<file path="src/rtl/core/hcc_pkg.sv">
// ----------------------------------------------------------------------------
// hcc_pkg
// shared constants and helpers for the hash code combiner
// ----------------------------------------------------------------------------
package hcc_pkg;

	localparam logic [31:0] PRIME1 = 32'd2654435761;
	localparam logic [31:0] PRIME2 = 32'd2246822519;
	localparam logic [31:0] PRIME3 = 32'd3266489917;
	localparam logic [31:0] PRIME4 = 32'd668265263;
	localparam logic [31:0] PRIME5 = 32'd374761393;

	localparam logic [31:0] LEN_TWO   = 32'd8;
	localparam logic [31:0] LEN_THREE = 32'd12;
	localparam logic [31:0] LEN_FOUR  = 32'd16;

	localparam logic [4:0] ROT_ACC   = 5'd13;
	localparam logic [4:0] ROT_QUEUE = 5'd17;

	localparam int unsigned SHIFT_AV1 = 15;
	localparam int unsigned SHIFT_AV2 = 13;
	localparam int unsigned SHIFT_AV3 = 16;

	typedef enum logic [1:0] {
		REQ_TWO   = 2'd0,
		REQ_THREE = 2'd1,
		REQ_FOUR  = 2'd2,
		REQ_ALIAS = 2'd3
	} req_type_t;

	function automatic logic [31:0] rotl32(input logic [31:0] v, input logic [4:0] r);
		logic [63:0] dbl;
		dbl = {v, v} << r;
		return dbl[63:32];
	endfunction

endpackage

</file>
<file path="src/rtl/core/hcc_avalanche.sv">
// ----------------------------------------------------------------------------
// hcc_avalanche
// two-stage avalanche finalizer with the last xor-shift on the output
// ----------------------------------------------------------------------------
module hcc_avalanche (
	input  logic        clk,
	input  logic        arst_n,
	input  logic        in_valid,
	output logic        in_stall,
	input  logic [31:0] in_hash,
	output logic        out_valid,
	input  logic        out_stall,
	output logic [31:0] out_hash
);

	logic        valid_s5, valid_s6;
	logic        adv5, adv6;
	logic [31:0] h_s5, h_s6;
	logic [31:0] mix5, mix6;

	assign adv6     = !valid_s6 || !out_stall;
	assign adv5     = !valid_s5 || adv6;
	assign in_stall = !adv5;

	assign mix5 = in_hash ^ (in_hash >> hcc_pkg::SHIFT_AV1);
	assign mix6 = h_s5 ^ (h_s5 >> hcc_pkg::SHIFT_AV2);

	always_ff @(posedge clk or negedge arst_n) begin
		if (!arst_n) begin
			valid_s5 <= 1'b0;
			valid_s6 <= 1'b0;
		end else begin
			if (adv5) valid_s5 <= in_valid;
			if (adv6) valid_s6 <= valid_s5;
		end
	end

	always_ff @(posedge clk) begin
		if (adv5 && in_valid) h_s5 <= mix5 * hcc_pkg::PRIME2;
		if (adv6 && valid_s5) h_s6 <= mix6 * hcc_pkg::PRIME3;
	end

	assign out_valid = valid_s6;
	assign out_hash  = h_s6 ^ (h_s6 >> hcc_pkg::SHIFT_AV3);

endmodule

</file>
<file path="config.mk">
export PLATFORM = sky130hd
export DESIGN_NAME = hcc_avalanche
export DESIGN_NICKNAME = d
export VERILOG_FILES = /design/src/rtl/core/hcc_pkg.sv /design/src/rtl/core/hcc_avalanche.sv
export SDC_FILE = /design/constraint.sdc
export NUM_CORES = 1
export LEC_CHECK = 0
export ABC_AREA = 1
export BUFFER_PORTS_ARGS = -buffer_cell sky130_fd_sc_hd__buf_2
export CORE_ASPECT_RATIO = 0.6
export CORE_MARGIN = 3
export CORE_UTILIZATION = 31
export DETAILED_ROUTE_END_ITERATION = 12
export PLACE_DENSITY = 0.43
export REMOVE_ABC_BUFFERS = 1
export SLEW_MARGIN = 20
export SYNTH_ARGS = -nofsm -noshare
export SYNTH_HDL_FRONTEND = slang
export SYNTH_SLANG_ARGS = --single-unit
</file>
<file path="constraint.sdc">
create_clock -name clk -period 8.43 [get_ports clk]
set_clock_uncertainty 0.1 [all_clocks]
set_input_delay 1.2645 -clock clk [delete_from_list [all_inputs] [get_ports clk]]
set_output_delay 1.2645 -clock clk [all_outputs]
set_load 0.02 [all_outputs]
</file>
==> results.tsv, run 1 <==
metric	value	unit
antenna_left	0	
path_clk_slew	60	ps
final_util	0.346	
first_global_vias	17300	
clock-root-buffer	clkbuf_16	
wire_per_inst	20.9	microns
slew_headroom	0.407	
crit_path_frequent_cell	fa_1	
die_h	216	microns
vias	16200	
cp-endpoint	h_s5[28]	
grt_max_degree	33	
synth_edf_count	64	
yosys.area.top_type	fa_1	
ios	70	
clock_path_buffers	2	
criticalPathCategory	primary input to flop	
max_cap_violations	0	
yosys_warnings	0	
ys_types	40	
hp-class	flop to flop	
port_buffers	69	
area_growth	10.0	%
num-fill-cells	7524	
setup_viol	0	
cp_slowest_cell	fa_1	
cp-start-kind	primary input	
fmax	124	MHz
post_cts_resized	0	
yosys-top-cells-count	865 x inv_1, 435 x fa_1, 383 x ha_1	
gr-total-overflow	0	
synthCells	2485	
layout.cells.non_filler	3591	
hold_buffers	0	
rsz0062_at_grt	no	
grt_pass1_wl	114000	microns
grt_use_met2	0.221	
cts.sinks	66	
dieArea	76700	sq um
end_kind	flop	
yosysTopAreaCellShare	0.383	
globalplace.congestion	0.979	
crit_chain	buf_2 -> or2_2 -> nand2_1 -> buf_4 -> inv_1 -> fa_1 -> fa_1 -> fa_1 -> inv_1 -> fa_1 -> fa_1 -> inv_1 -> fa_1 -> fa_1 -> fa_1 -> ha_1 -> nand2_1 -> nor4_2 -> nand3_1 -> nand4_1 -> nand2_1	
worstMarginPinSlew	884	ps
track_usage	0.206	
rr_endpoint	h_s6[28]	
maxSlewViolCount	0	
status	completed	
nNetsFinal	3465	
period_needed	8080	ps
fp.dieW	355	microns
slowest_delay	620	ps
cp.arrival	8090	ps
drc	0	
antenna_found_initial	0	
antenna_cells	0	
required	8440	ps
first_iter_violations	1194	
ys_top_cells_by_area	fa_1 38%, ha_1 21%, inv_1 14%	
dr.pass1.iters	5	
ys_seq_area_frac	0.0868	
initial_utilization	0.315	
synth.most_common_cell	inv_1	
grt.busiest_layer	met1	
synth_area	22700	sq um
wl	75200	microns
crit_path_start	in_hash[23]	
use_met1	0.359	
period_share	0.958	
cts_tree	yes	
cts_setup_buffers	0	
drive_above_1_share	0.0692	
yosys_most_used_dff	edfxtp_1	
hold_viol	0	
rrSetupSlack	690	ps
ys_ff_latch	66	
htreeDepth	3	
dpl.hpwl	69400	microns
clk_latency	370	ps
cts_buffers	9	
reg2reg_from	h_s5[24]	
post_drt_via_cell_ratio	4.50	
rr_worst_depth	24	
placedCellCount	3574	
avgSynthCellArea	9.14	sq um
num_rows	76	
crit_path_max_fanout	7	
globalRouteMet3Util	0.0902	
design.core.area	72200	sq um
synthArstFlopShare	0.0303	
worst min path at each step:
stage          startpoint         to  slack [ps]  depth (start not counted)
2_1_floorplan    valid_s5  out_valid         330                          2
3_3_place_gp     valid_s5  out_valid         380                          2
3_5_place_dp     valid_s5  out_valid         390                          2
4_1_cts          valid_s5  out_valid         410                          2
5_1_grt          valid_s5  out_valid         450                          2
6_report         valid_s5  out_valid         400                          2
state kept, by name, summed over array words and instances (netlist names):
register	flops
out_valid	1
valid_s5	1
h_s5	32
h_s6	32
per-stage QoR:
| step | setup slack (ps) | setup TNS, ps | instance area, sq um | hold slack, ps |
|---|---|---|---|---|
| after floorplan | 874 | 0 | 22600 | 333 |
| final | 351 | 0 | 25000 | 402 |
| after global routing | 69.1 | 0 | 25000 | 449 |
| after CTS | 289 | 0 | 25000 | 410 |
| after global placement | -201 | -201 | 24700 | 378 |
| after detailed placement | -99.1 | -99.1 | 24700 | 395 |
layout make-up:
type                    instances  area (sq um)  share of cell area
clock inverters                 7          68.8             0.00275
multi-input cells            1521         17300               0.693
well taps                     975          1220              0.0488
inverters                     882          3310               0.132
flip-flops and latches         66          1970              0.0789
clock buffers                   9           225             0.00901
repair buffers                131           868              0.0347
metal layers:
| metal | share of wire | wire length (microns) |
|---|---|---|
| met1 | 0.57 | 43000 |
| met2 | 0.30 | 22700 |
| met3 | 0.12 | 9260 |
| met4 | 0.0032 | 240 |
| met5 | 0 | 0 |
cells by family after synthesis:
| logic type | share of synthesized area |
|---|---|
| AO/OA/AOI/OAI | 0.0343 |
| XOR/XNOR | 0.0568 |
| adder cells (fa/ha/maj) | 0.594 |
| buffers and inverters | 0.151 |
| flip-flops | 0.0868 |
| AND/OR/NAND/NOR | 0.0769 |
placed cells by master (no fill, tap or decap), types with 2 or more instances in the layout:
cell type | netlist | routed
o21ai_1 | 16 | 16
inv_1 | 865 | 865
buf_2 | 0 | 69
nand2_2 | 2 | 2
xor2_2 | 2 | 2
ha_1 | 383 | 383
xor2_1 | 83 | 83
a21o_1 | 10 | 10
a31oi_1 | 5 | 5
nand4_1 | 7 | 7
nor3_1 | 16 | 16
nand2_1 | 266 | 266
or2_1 | 3 | 3
nor2_1 | 75 | 75
xnor2_1 | 55 | 55
dfrtp_1 | 2 | 2
clkinv_4 | 0 | 2
xnor2_2 | 3 | 3
clkbuf_16 | 0 | 9
or2_2 | 5 | 5
nand3b_1 | 2 | 2
nand3_1 | 41 | 41
o21bai_1 | 15 | 15
buf_12 | 0 | 3
fa_1 | 435 | 435
clkinv_1 | 2 | 4
edfxtp_1 | 64 | 64
o21ai_0 | 19 | 19
a21oi_1 | 63 | 62
inv_2 | 15 | 15
nand3_2 | 2 | 2
buf_4 | 16 | 58
worst max-delay path: cells and delay by family:
kind / cells / cell delay (ps)
and+or+nand+nor: 7 / 1790
adders and majority gates: 9 / 4390
buffers and inverters: 5 / 620
Power of run 1 is left out: the tool's default activity adds up to more than one toggle a clock period on the data nets, which glitch-free logic cannot reach.
==> run 2: changes to the inputs <==
- CELL_PAD_IN_SITES_DETAIL_PLACEMENT: default -> 1
- CELL_PAD_IN_SITES_GLOBAL_PLACEMENT: default -> 1
- PLACE_DENSITY: 0.43 -> 0.53
==> results.tsv, run 2 (synthesis gave the netlist of run 1 again) <==
metric	value	unit
status	completed	
initial_utilization	0.315	
crit_path_frequent_cell	fa_1	
cts.sinks	66	
post_drt_via_cell_ratio	4.54	
htreeDepth	3	
setup_viol	0	
cts_setup_buffers	0	
max_cap_violations	0	
period_share	0.951	
ios	70	
fp.dieW	355	microns
drc	0	
maxSlewViolCount	0	
hold_viol	0	
num-fill-cells	8400	
die_h	216	microns
fmax	125	MHz
cp.arrival	8060	ps
area_growth	10.8	%
grt_max_degree	33	
cts_buffers	9	
top_regs	h_s5 (32), h_s6 (32)	
clk_latency	370	ps
dpl.hpwl	75600	microns
critical-path-top-delay-family	adder cells	
gr-total-overflow	0	
wl	81200	microns
clock_path_buffers	2	
dr.pass1.iters	5	
slowest_delay	570	ps
antenna_found_initial	0	
critical_path_buf_inv_count	3	
period_needed	8020	ps
drive_above_1_share	0.0763	
clock-root-buffer	clkbuf_16	
track_usage	0.221	
cp_slowest_cell	fa_1	
tns	0	ps
nNetsFinal	3485	
path_clk_slew	70	ps
globalplace.congestion	0.916	
hp-class	flop to flop	
grt_pass1_wl	122000	microns
cts_tree	yes	
end_kind	flop	
crit_chain	buf_2 -> inv_2 -> or2_2 -> nand2_1 -> inv_1 -> nor2_1 -> nor2_1 -> ha_1 -> or2_2 -> fa_1 -> fa_1 -> fa_1 -> fa_1 -> fa_1 -> fa_1 -> fa_1 -> ha_1 -> nand2_1 -> nor3_1 -> nand4_1 -> nor4_1 -> nand2_1 -> nand3_1 -> nand2_1	
cp-start-kind	primary input	
layout_commonest_cell	inv_1	
port_buffers	69	
num_rows	76	
hold_buffers	0	
required	8470	ps
final_cell_mix	865 x inv_1, 435 x fa_1, 383 x ha_1	
criticalPathCategory	primary input to flop	
vias	16400	
wire_per_inst	22.5	microns
post_cts_resized	0	
slew_headroom	0.390	
first_iter_violations	1157	
design.core.area	72200	sq um
crit_path_max_fanout	5	
rsz0062_at_grt	no	
antenna_left	0	
dieArea	76700	sq um
worstMarginPinSlew	908	ps
first_global_vias	18300	
[run 2: per-layer routing]
metal / part of all wire / track usage
met1: 0.57 / 0.379
met2: 0.32 / 0.252
met3: 0.10 / 0.0851
met4: 0.0037 / 0.0154
met5: 0.0026 / 0.0194
[run 2: path summary, 6_finish.rpt]
path | startpoint | endpoint | slack (ps) | cells past startpoint
worst min register to register | valid_s5 | out_valid | 410 | 2
worst max register to register | h_s5[20] | h_s6[30] | 710 | 25
worst min-delay path | valid_s5 | out_valid | 410 | 2
worst max-delay path | in_hash[24] | h_s5[30] | 410 | 24
max in group asynchronous | arst_n | valid_s5 | 7570 | 1
min in group asynchronous | arst_n | out_valid | 560 | 1
[run 2: stage by stage]
step,hold slack (ps),area [sq um],worst slack [ps],util,std cells
finish,405,25200,410,0.349,3612
global placement,369,24800,295,0.344,3594
floorplan,333,22600,874,-,2469
global route,430,25200,104,0.349,3611
CTS,408,25100,575,0.348,3610
detailed placement,399,24800,168,0.344,3594
[run 2: worst reg2reg max path: stages, from the launching register on]
cell	delay, ps
edfxtp_1	490
inv_1	130
or2_1	220
nand2_1	470
inv_2	60
nor2_1	250
inv_1	220
fa_1	510
fa_1	510
fa_1	500
inv_1	60
fa_1	480
fa_1	510
fa_1	490
inv_1	50
fa_1	490
inv_1	50
ha_1	340
a21oi_1	220
o21ai_0	140
a21oi_1	240
nand3_1	370
a21oi_1	380
o21bai_1	100
nand2_1	60
nand2_1	60
[run 2: layout make-up]
class	instances	area, sq um	area share
antenna	1	2.50	0.0000994
clock buffer	10	229	0.00910
clock inverter	6	115	0.00457
inverter	882	3310	0.132
multi-input combinational	1521	17300	0.688
sequential	66	1970	0.0783
tap	975	1220	0.0485
timing repair buffer	151	993	0.0395
Power of run 2 is left out for the same reason.
